--- config.mk ---
export PLATFORM = sky130hd
export DESIGN_NAME = tcw_ctrl
export DESIGN_NICKNAME = d
export VERILOG_FILES = /design/src/sv/tcw_pkg.sv /design/src/sv/tcw_ctrl.sv
export SDC_FILE = /design/constraint.sdc
export NUM_CORES = 1
export LEC_CHECK = 0
export ABC_AREA = 1
export BUFFER_PORTS_ARGS = -buffer_cell sky130_fd_sc_hd__buf_2
export CORE_AREA = 2 2 39 41
export DETAILED_ROUTE_END_ITERATION = 8
export DIE_AREA = 0 0 41 43
export REMOVE_ABC_BUFFERS = 1
export SLEW_MARGIN = 20
export SYNTH_ARGS = -nofsm -noshare
export SYNTH_HDL_FRONTEND = slang
export SYNTH_SLANG_ARGS = --single-unit
export TNS_END_PERCENT = 100
--- constraint.sdc ---
create_clock -name i_clk -period 3.05 [get_ports i_clk]
set_input_delay 0.4575 -clock i_clk [delete_from_list [all_inputs] [get_ports i_clk]]
set_output_delay 0.4575 -clock i_clk [all_outputs]
set_load 0.03 [all_outputs]
--- src/sv/tcw_pkg.sv ---
// Shared types, constants and codes for the text console writer.
package tcw_pkg;

    // Default screen geometry
    localparam int DEF_COLUMNS = 80;
    localparam int DEF_ROWS    = 25;

    // Field widths of the request and response
    localparam int CODE_W  = 8;
    localparam int COLOR_W = 4;
    localparam int IDX_W   = 11;
    localparam int CELL_W  = 16;
    localparam int COL_W   = 7;
    localparam int ROW_W   = 5;
    localparam int ATTR_W  = 8;

    // Character and cell constants
    localparam logic [CODE_W-1:0] NEWLINE_CODE = 8'h0A;
    localparam logic [CODE_W-1:0] NUL_CODE     = 8'h00;
    localparam logic [CELL_W-1:0] BLANK_CELL   = 16'h0020;
    localparam logic [ATTR_W-1:0] ATTR_RESET   = 8'h0F;

    // Request kinds
    typedef enum logic [1:0] {
        KIND_TEXT  = 2'd0,
        KIND_RAW   = 2'd1,
        KIND_CLEAR = 2'd2,
        KIND_READ  = 2'd3
    } t_kind;

    typedef struct packed {
        t_kind               kind;
        logic [CODE_W-1:0]   code;
        logic [COLOR_W-1:0]  fore;
        logic [COLOR_W-1:0]  back;
        logic [IDX_W-1:0]    cell_index;
    } t_req;

    typedef struct packed {
        logic [CELL_W-1:0]   cell_data;
        logic [COL_W-1:0]    cursor_col;
        logic [ROW_W-1:0]    cursor_row;
        logic                scrolled;
    } t_rsp;

    // Controller states
    typedef enum logic [2:0] {
        ST_INIT,
        ST_IDLE,
        ST_EXEC,
        ST_CLEAR,
        ST_SCROLL,
        ST_FINISH
    } t_state;

    // Commands from the controller to the datapath
    typedef struct packed {
        logic cap;
        logic exec;
        logic sweep_clr;
        logic sweep_scr;
        logic load_out;
    } t_cmd;

    // Status from the datapath to the controller
    typedef struct packed {
        t_kind kind;
        logic  will_scroll;
        logic  sweep_last;
    } t_sts;

endpackage

--- src/sv/tcw_ctrl.sv ---
// Controller state machine for the text console writer.
module tcw_ctrl
    import tcw_pkg::*;
(
    input  logic i_clk,
    input  logic i_rst_n,
    input  logic i_req_valid,
    input  logic i_rsp_stall,
    input  t_sts i_sts,
    output t_cmd o_cmd,
    output logic o_req_stall,
    output logic o_rsp_valid
);

    t_state r_state;
    t_state n_state;
    logic   r_out_valid;
    logic   n_out_valid;
    logic   w_out_free;
    logic   w_char;

    assign w_out_free = !r_out_valid || !i_rsp_stall;
    assign w_char     = (i_sts.kind == KIND_TEXT) || (i_sts.kind == KIND_RAW);

    // Advance state
    always_ff @(posedge i_clk) begin
        if (!i_rst_n) begin
            r_state     <= ST_INIT;
            r_out_valid <= 1'b0;
        end else begin
            r_state     <= n_state;
            r_out_valid <= n_out_valid;
        end
    end

    // Next state
    always_comb begin
        n_state = r_state;
        unique case (r_state)
            ST_INIT: begin
                if (i_sts.sweep_last) n_state = ST_IDLE;
            end
            ST_IDLE: begin
                if (i_req_valid) n_state = ST_EXEC;
            end
            ST_EXEC: begin
                priority if (i_sts.kind == KIND_CLEAR) n_state = ST_CLEAR;
                else if (i_sts.will_scroll)           n_state = ST_SCROLL;
                else if (i_sts.kind == KIND_READ)     n_state = ST_FINISH;
                else if (w_out_free)                  n_state = ST_IDLE;
                else                                  n_state = ST_FINISH;
            end
            ST_CLEAR: begin
                if (i_sts.sweep_last) n_state = ST_FINISH;
            end
            ST_SCROLL: begin
                if (i_sts.sweep_last) n_state = ST_FINISH;
            end
            ST_FINISH: begin
                if (w_out_free) n_state = ST_IDLE;
            end
            default: n_state = ST_INIT;
        endcase
    end

    // Drive commands
    always_comb begin
        o_cmd = '0;
        unique case (r_state)
            ST_INIT:   o_cmd.sweep_clr = 1'b1;
            ST_IDLE:   o_cmd.cap       = i_req_valid;
            ST_EXEC: begin
                o_cmd.exec     = 1'b1;
                o_cmd.load_out = w_char && !i_sts.will_scroll && w_out_free;
            end
            ST_CLEAR:  o_cmd.sweep_clr = 1'b1;
            ST_SCROLL: o_cmd.sweep_scr = 1'b1;
            ST_FINISH: o_cmd.load_out  = w_out_free;
            default:   o_cmd = '0;
        endcase
    end

    // Hold the response valid until it is taken
    assign n_out_valid = o_cmd.load_out || (r_out_valid && i_rsp_stall);
    assign o_rsp_valid = r_out_valid;
    assign o_req_stall = (r_state != ST_IDLE);

    a_one_step: assert property (@(posedge i_clk) disable iff (!i_rst_n)
        $onehot0({o_cmd.cap, o_cmd.exec, o_cmd.sweep_clr, o_cmd.sweep_scr}))
        else $error("controller issued overlapping datapath steps");

    a_load_free: assert property (@(posedge i_clk) disable iff (!i_rst_n)
        o_cmd.load_out |-> (!r_out_valid || !i_rsp_stall))
        else $error("response loaded over a pending response");

    a_accept_exec: assert property (@(posedge i_clk) disable iff (!i_rst_n)
        (i_req_valid && !o_req_stall) |=> o_cmd.exec)
        else $error("accepted request not executed next cycle");

    a_load_done: assert property (@(posedge i_clk) disable iff (!i_rst_n)
        o_cmd.load_out |=> (o_rsp_valid && r_state == ST_IDLE))
        else $error("response load did not finish the request");

endmodule

==> reports/results.ini, run 1 <==
[status]
status = completed

[finish]
drive_gt1_share_pct = 31.9
final_area_um2 = 417
utilization_pct = 30.1
diodes = 0
num-fill-cells = 156
nets = 82
instances_no_fill = 88
area_growth_pct = 37.0

[sta]
final_max_slew_viol_count = 0
rsz0062_at_grt = false
whs_ps = 485
relSlewSlack_pct = 86.4
fin_skew_ps = 2.23
tightest_slew_ps = 204
final.setup.worst_slack_ps = 1390
period_minus_slack_ps = 1660
finalCritPeriodShare_pct = 54.4
fin_setup_tns_ps = 0
fmax_ghz = 0.603
setup_viol = 0
hold_viol_final = 0

[placed_design]
numPlacedInstances = 85
gp_congestion = 0.736
postPlaceCellArea_um2 = 394
dp_hpwl_um = 585
dp_slack_ps = 1490
port_buffers = 14

[pwr]
netSwitchingFraction_pct = 53.6
irDropWorstVdd_mv = 0.336
power_mw = 0.457
p_clk_share_pct = 13.5
comb_power_share_pct = 65.1
intPower_mw = 0.212
seqPwrFrac_pct = 21.4
p_per_area_nw_per_um2 = 1100
leakagePower_nw = 0.265
p_switching_mw = 0.245

[synth]
avgSynthCellArea_um2 = 5.53
synth_seq_cells = 4
synth_cell_types = 14
syn_inst = 55
syn_area_um2 = 304
yosys_warnings = 0
synth-seq-area-share_pct = 26.3

[route]
wl_met2_um = 337
wl_um = 680
num_vias = 364
drt-pass1-iter-count = 4
drc = 0
routed.top_layer = met3
viasPerCell = 4.14
routedWlPerCell_um = 7.73
dr_wl_met3_um = 29
drt_iter0_markers = 11
drt-met1-wl_um = 313
ant_nets = 0

[grt]
antenna_found_initial = 0
grt-ovfl-total = 0
grt_pass1_vias = 352
grt_max_degree = 9
grt_pass1_wl_mm = 1.24
globalRouteTotalUtil_pct = 10.3

[floorplan]
fp.dieH_um = 43
dieWidth_um = 41
start_util_pct = 22.0
core_um2 = 1380
die_area_um2 = 1760
num_io_pins = 15
rows = 14

[clock_network]
root_buffer = clkbuf_4
cts_inserted_buffers = 3
clk_latency_ps = 230
hold_buffers = 0
clk_pin_slew_ps = 40
cts_tree = built
cts_resized = 0
post-cts-setup-buffer-count = 0
cts.sinks = 4
cts-htree-levels = 1
clock_path_buffers = 2

[worst_setup_path]
crit_slowest_cell = dfxtp_1
cp_cell_sequence = nand3_1 -> o22ai_1 -> buf_2
max_stage_delay_ps = 420
worstPathMaxFanout = 6
end_kind = output pin
crit_type = reg -> out
worst_ep_arrival_time_ps = 1200
cp_data_required_time_ps = 2590
startpoint_type = flip-flop
path_buf_inv = 1
crit_family = flip-flops

[min_path]
min_path_type = in -> reg

[job]
max-cap-violations = 0

## path summary, 6_finish.rpt
kind | from | to | slack, ps | depth (start not counted)
worst max-delay path | r_state[0] | o_cmd[0] | 1390 | 3
worst min-delay path | i_rst_n | r_state[1] | 490 | 3
worst max register to register | r_state[2] | r_state[2] | 1940 | 7
worst min register to register | r_state[0] | r_state[0] | 620 | 4
## cells by family after synthesis
logic type             share of synthesized area [%]
and+or+nand+nor                                 52.3
buffers and inverters                           13.6
DFF                                             26.3
AOI/OAI and AO/OA                               7.82
## worst min-delay path, stage by stage
cell	delay, ps
buf_2	120
nand2_1	60
nor2_1	30
## sequential cells by signal, indices dropped and copies added, names as in the netlist
register	cells
o_rsp_valid	1
r_state	3
## Yosys cell counts
master	number	share of area, %
dfxtp_1	4	26
nand4_1	1	2.1
o22ai_1	1	2.1
nand3b_1	1	2.5
inv_1	8	9.9
inv_2	3	3.7
nor2_2	1	2.1
nand3_1	5	8.2
o21a_1	1	2.5
nand2_2	1	2.1
o21ai_0	2	3.3
nand2_1	17	21
nand3_2	1	3.3
nor2_1	9	11
## layout by cell type (no fill, tap or decap)
cell type / n
inv_1: 8
nor2_1: 9
nand2_2: 1
o21a_1: 1
nand3_2: 1
o21ai_0: 2
inv_2: 3
nor2_2: 1
nand2_1: 17
nand4_1: 1
buf_2: 14
clkbuf_4: 3
nand3b_1: 1
dfxtp_1: 4
nand3_1: 5
o22ai_1: 1
## power by group through the flow
stage	combinational [mW]	clock (mW)	sequential (mW)
6_report	0.298	0.0615	0.0979
5_1_grt	0.333	0.0708	0.102
4_1_cts	0.301	0.0657	0.0974
3_5_place_dp	0.300	0	0.0982
3_3_place_gp	0.300	0	0.0979
2_1_floorplan	0.230	0	0.0989
## per-layer routing
layer,up-vias,track usage (%)
li1,206,-
met1,152,11.2
met2,6,15.6
met3,0,3.14
met4,0,8.00
met5,-,0
## cell type report
class	count	area [um2]	area share (%)
Sequential cell	4	80.1	19.2
Inverter	11	41.3	9.91
Clock buffer	3	22.5	5.41
Multi-Input combinational cell	40	183	43.8
Timing Repair Buffer	14	70.1	16.8
Tap cell	16	20.0	4.80
Power figures use the tool's default switching activity.
==> run 2, diff against run 1 <==
--- a/config.mk
+++ b/config.mk
@@ -5,7 +5,7 @@
 export SDC_FILE = /design/constraint.sdc
 export NUM_CORES = 1
 export LEC_CHECK = 0
-export ABC_AREA = 1
+export ABC_AREA = 0
 export BUFFER_PORTS_ARGS = -buffer_cell sky130_fd_sc_hd__buf_2
 export CORE_AREA = 2 2 39 41
 export DETAILED_ROUTE_END_ITERATION = 8
==> constraint.sdc (replaced) <==
create_clock -name i_clk -period 1.5 [get_ports i_clk]
set_input_delay 0.225 -clock i_clk [delete_from_list [all_inputs] [get_ports i_clk]]
set_output_delay 0.225 -clock i_clk [all_outputs]
set_load 0.03 [all_outputs]
==> run 2 against run 1 <==
  * Power shrank 18%
  * Utilization grew 5.7 points
  * Final cell count shrank 11%
  * Routed wire length grew 28%
  * Synthesized cell count shrank 20%
  * Non-clock buffer count grew 3
  * Critical path type unchanged
==> reports/results.ini, run 2 <==
[finish]
area_growth_pct = 45.6
largest_register_ffs = 3
instances_no_fill = 78
diodes = 0
regArea_um2 = 88.8
mostFrequentLayoutCell = buf_2
nets = 72
largest-register = r_state
num-fill-cells = 154
multiInputGateArea_um2 = 251
drive_gt1_share_pct = 46.8
layout.cells.most_common_list = 12 x buf_2, 5 x buf_4, 4 x inv_1, 4 x nor2_1

[pwr]
irDropWorstVdd_mv = 0.456
p_per_area_nw_per_um2 = 758
leakagePower_nw = 0.239

[floorplan]
dieWidth_um = 41
rows = 14
num_io_pins = 15
core_um2 = 1380
fp.dieH_um = 43
die_area_um2 = 1760
start_util_pct = 24.6

[clock_network]
cts_tree = built
cts.sinks = 4
root_buffer = clkbuf_4
clock_path_buffers = 2
cts-htree-levels = 1
clk_latency_ps = 240
post-cts-setup-buffer-count = 0
clk_pin_slew_ps = 40
cts_inserted_buffers = 3

[worst_setup_path]
crit_slowest_cell = dfxtp_2
max_stage_delay_ps = 380
r2r_end = r_state[0]
rrSetupSlack_ps = 370
crit_type = reg -> out
startpoint_type = flip-flop
worstReg2RegStart = r_state[0]
worstPathMaxFanout = 7
cp_data_required_time_ps = 1270
r2r_cells = 3
end_kind = output pin
worst_ep_arrival_time_ps = 1190
cp_cell_sequence = and2b_1 -> and3_1 -> buf_2

[job]
max-cap-violations = 0

[sta]
rsz0062_at_grt = false
final_max_slew_viol_count = 0
fin_skew_ps = 2.75
period_minus_slack_ps = 1420
tightest_slew_ps = 230
relSlewSlack_pct = 84.6
hold_viol_final = 0
fin_setup_tns_ps = 0
whs_ps = 258
finalCritPeriodShare_pct = 94.5
fmax_ghz = 0.706
setup_viol = 0

[synth]
syn_inst = 44
synth_area_leaders = dfxtp_1 24%, a2bb2oi_1 5.1%, and2b_1 4.4%
yosysTopAreaCell = dfxtp_1
synthArstFlopShare_pct = 0
syn_area_um2 = 340
synth_edf_count = 0
synth_seq_cells = 4
avgSynthCellArea_um2 = 7.73
synth_cell_types = 27
yosys_warnings = 0
synth-seq-area-share_pct = 23.5
synth_flop_cell = dfxtp_1
synth_common_cells = 4 x dfxtp_1, 4 x inv_1, 4 x nor2_1
yosysTopAreaCellShare_pct = 23.5

[route]
drc = 0
drt-pass1-iter-count = 3
routedWlPerCell_um = 11.1
viasPerCell = 4.99
wl_um = 868
num_vias = 389
drt_iter0_markers = 2
ant_nets = 0

[placed_design]
numPlacedInstances = 75
dp_hpwl_um = 658
port_buffers = 14
gp_congestion = 0.723

[min_path]
hold_end = r_state[0]
min_from = i_rst_n
holdPathStages = 2
min_path_type = in -> reg

[grt]
antenna_found_initial = 0
grt_max_degree = 9
grt_pass1_wl_mm = 1.37
grt_pass1_vias = 332
grt-ovfl-total = 0
globalRouteTotalUtil_pct = 12.0

[status]
status = completed

[run 2: cell count changes after synthesis, sizes merged, moves of 4 or more]
| cell | change |
|---|---|
| nor2 | -6 |
| inv | -7 |
| nand2 | -15 |
| nand3 | -4 |
[run 2: critical path: cells and delay by family (launching register included)]
kind                   cells  cell delay [ps]
buffers and inverters      1              170
AND/OR/NAND/NOR            2              400
flip-flops                 1              380
[run 2: report_power, final]
group          internal [mW]  total (mW)  switching (mW)  leakage [nW]
clock network         0.0896       0.135          0.0456        0.0138
logic                 0.0528       0.118          0.0650         0.190
registers              0.112       0.123          0.0113        0.0344
total                  0.254       0.376           0.122         0.239
[run 2: final cells by class]
| class | count | share of cell area, % |
|---|---|---|
| Multi-Input combinational cell | 34 | 50.8 |
| Timing Repair Buffer | 17 | 19.7 |
| Sequential cell | 4 | 17.9 |
| Clock buffer | 3 | 4.55 |
| Tap cell | 16 | 4.04 |
| Inverter | 4 | 3.03 |
[run 2: cells by family after synthesis]
kind of cell,after synthesis,synth area share [%]
DFF,4,23.5
xor gates and xnor gates,1,2.57
AOI/OAI and AO/OA,14,32.4
buffers and inverters,6,9.93
and+or+nand+nor,19,31.6
[run 2: layer usage]
layer | global-route usage, % | wire, um | vias up
li1 | - | - | 198
met1 | 13.5 | 365 | 178
met2 | 16.6 | 431 | 13
met3 | 9.42 | 70 | 0
met4 | 4.00 | 0 | 0
met5 | 0 | 0 | -
[run 2: repair_timing]
action                     in CTS  in global routing
resized for setup               4                  8
setup endpoints to repair       1                  2
hold buffers                    0                  0
[run 2: through the flow]
stage	setup slack (ps)	power [mW]	cell area (um2)	utilization (%)
floorplan	21.9	0.192	322	-
global placement	197	0.233	434	31.4
detailed placement	186	0.234	434	31.4
CTS	13.6	0.377	465	33.6
global route	4.27	0.405	495	35.8
finish	82.9	0.376	495	35.8
[run 2: how the worst max path moves through the flow]
stage	start	end	slack [ps]	depth (start not counted)
after floorplan	r_state[0]	o_cmd[0]	20	3
after global placement	r_state[1]	o_cmd[0]	200	4
after detailed placement	r_state[0]	o_cmd[0]	190	4
after CTS	r_state[1]	o_cmd[0]	10	4
after global routing	r_state[0]	o_cmd[0]	4	4
final	r_state[1]	o_cmd[4]	80	3
==> run 3, diff against run 2 <==
==> constraint.sdc (replaced) <==
create_clock -name i_clk -period 1.3 [get_ports i_clk]
set_input_delay 0.195 -clock i_clk [delete_from_list [all_inputs] [get_ports i_clk]]
set_output_delay 0.195 -clock i_clk [all_outputs]
set_load 0.03 [all_outputs]
==> run 3 against run 2 <==
  * The run now ends with setup timing left
  * Power increased by 24%
  * Highest routed layer unchanged
  * Critical path type unchanged
  * Flip-flop and latch count did not move
  * Hold slack worse by 19 ps
  * Via count increased by 7.5%
  * Combinational power is 49% higher
==> reports/results.ini, run 3 (same netlist as run 2, synthesis figures left out) <==
[placed_design]
numPlacedInstances = 77
dp_hpwl_um = 682
port_buffers = 14
dp_slack_ps = 79.8
gp_congestion = 0.726
postPlaceCellArea_um2 = 449

[floorplan]
num_io_pins = 15
fp.dieH_um = 43
dieWidth_um = 41
core_um2 = 1380
rows = 14
die_area_um2 = 1760
start_util_pct = 24.6

[route]
drc = 0
drt-pass1-iter-count = 4
drt_iter0_markers = 18
routedWlPerCell_um = 12.3
viasPerCell = 5.04
num_vias = 418
wl_mm = 1.02
ant_nets = 0

[clock_network]
cts.sinks = 4
cts_inserted_buffers = 3
hold_buffers = 0
cts-htree-levels = 1
clock_path_buffers = 2
root_buffer = clkbuf_4
clk_pin_slew_ps = 40
cts_tree = built
clk_latency_ps = 230

[worst_setup_path]
startpoint_type = flip-flop
cp_data_required_time_ps = 1110
crit_type = reg -> out
end_kind = output pin
worstPathMaxFanout = 5
worst_ep_arrival_time_ps = 1150

[grt]
grt_pass1_wl_mm = 1.64
grt_util_met1_pct = 13.9
antenna_found_initial = 0
gr-usage-met2_pct = 23.1
met3_usage_pct = 7.33
busiest_layer = met2
grt-ovfl-total = 0
grt_pass1_vias = 403
globalRouteTotalUtil_pct = 13.8
grt_max_degree = 9

[finish]
final_area_um2 = 586
nets = 77
layout.cells.most_common_list = 9 x buf_2, 8 x buf_4, 5 x buf_6
largest-register = r_state
area_growth_pct = 72.1
num-fill-cells = 145
instances_no_fill = 83
drive_gt1_share_pct = 56.7
largest_register_ffs = 3
utilization_pct = 42.3
mostFrequentLayoutCell = buf_2
diodes = 0

[sta]
hold_viol_final = 0
fin_skew_ps = 0.458
final.setup.worst_slack_ps = -40.9
final_max_slew_viol_count = 0
tightest_slew_ps = 228
fin_setup_tns_ps = -62.5
setup_viol = 2
whs_ps = 239
relSlewSlack_pct = 84.8
finalCritPeriodShare_pct = 103
period_minus_slack_ps = 1340
fmax_ghz = 0.746
rsz0062_at_grt = true

[status]
status = complete, but fails checks
violations = setup timing

[pwr]
p_per_area_nw_per_um2 = 798
power_mw = 0.467
seqPwrFrac_pct = 29.5
netSwitchingFraction_pct = 32.3
leakagePower_nw = 0.267
intPower_mw = 0.316
comb_power_share_pct = 37.7
irDropWorstVdd_mv = 0.612
p_switching_mw = 0.151
p_clk_share_pct = 32.8

[min_path]
min_path_type = in -> reg

[job]
max-cap-violations = 0

## run 3: path summary, 6_finish.rpt
kind                             startpoint          end  slack (ps)  depth (start not counted)
worst max register to register   r_state[0]   r_state[0]          70                          4
worst min-delay path                i_rst_n   r_state[0]         240                          2
worst min register to register  o_rsp_valid  o_rsp_valid         580                          2
worst max-delay path             r_state[1]     o_cmd[0]         -40                          4
## run 3: routing by layer
layer | wire, um | share of wire [%]
met3 | 75 | 7.3
met2 | 542 | 53
met4 | 0 | 0
met5 | 0 | 0
met1 | 403 | 39
## run 3: power groups by stage
| stage | Sequential [mW] | Clock, mW | Combinational, mW |
|---|---|---|---|
| after floorplan | 0.146 | 0 | 0.0766 |
| after global placement | 0.137 | 0 | 0.134 |
| after detailed placement | 0.137 | 0 | 0.134 |
| after CTS | 0.137 | 0.160 | 0.159 |
| after global routing | 0.139 | 0.172 | 0.188 |
| final | 0.138 | 0.153 | 0.176 |
## run 3: final cells by class
| cell class | instances | area (um2) | area share [%] |
|---|---|---|---|
| inverter | 4 | 15.0 | 2.56 |
| multi-input combinational | 34 | 275 | 47.0 |
| tap | 16 | 20.0 | 3.42 |
| clock buffer | 3 | 22.5 | 3.85 |
| timing repair buffer | 22 | 161 | 27.6 |
| sequential | 4 | 91.3 | 15.6 |
## run 3: timing repair
| action | in CTS | in global routing |
|---|---|---|
| endpoints found under the setup margin | 5 | 5 |
| buffers inserted | 2 | 1 |
| gates resized for setup | 16 | 10 |
| pin swaps | 1 | 4 |
## run 3: worst max-delay path, stage by stage (launching register included)
cell	delay (ps)
dfxtp_4	350
nand2b_4	140
a2bb2oi_2	130
a21oi_1	120
buf_4	170
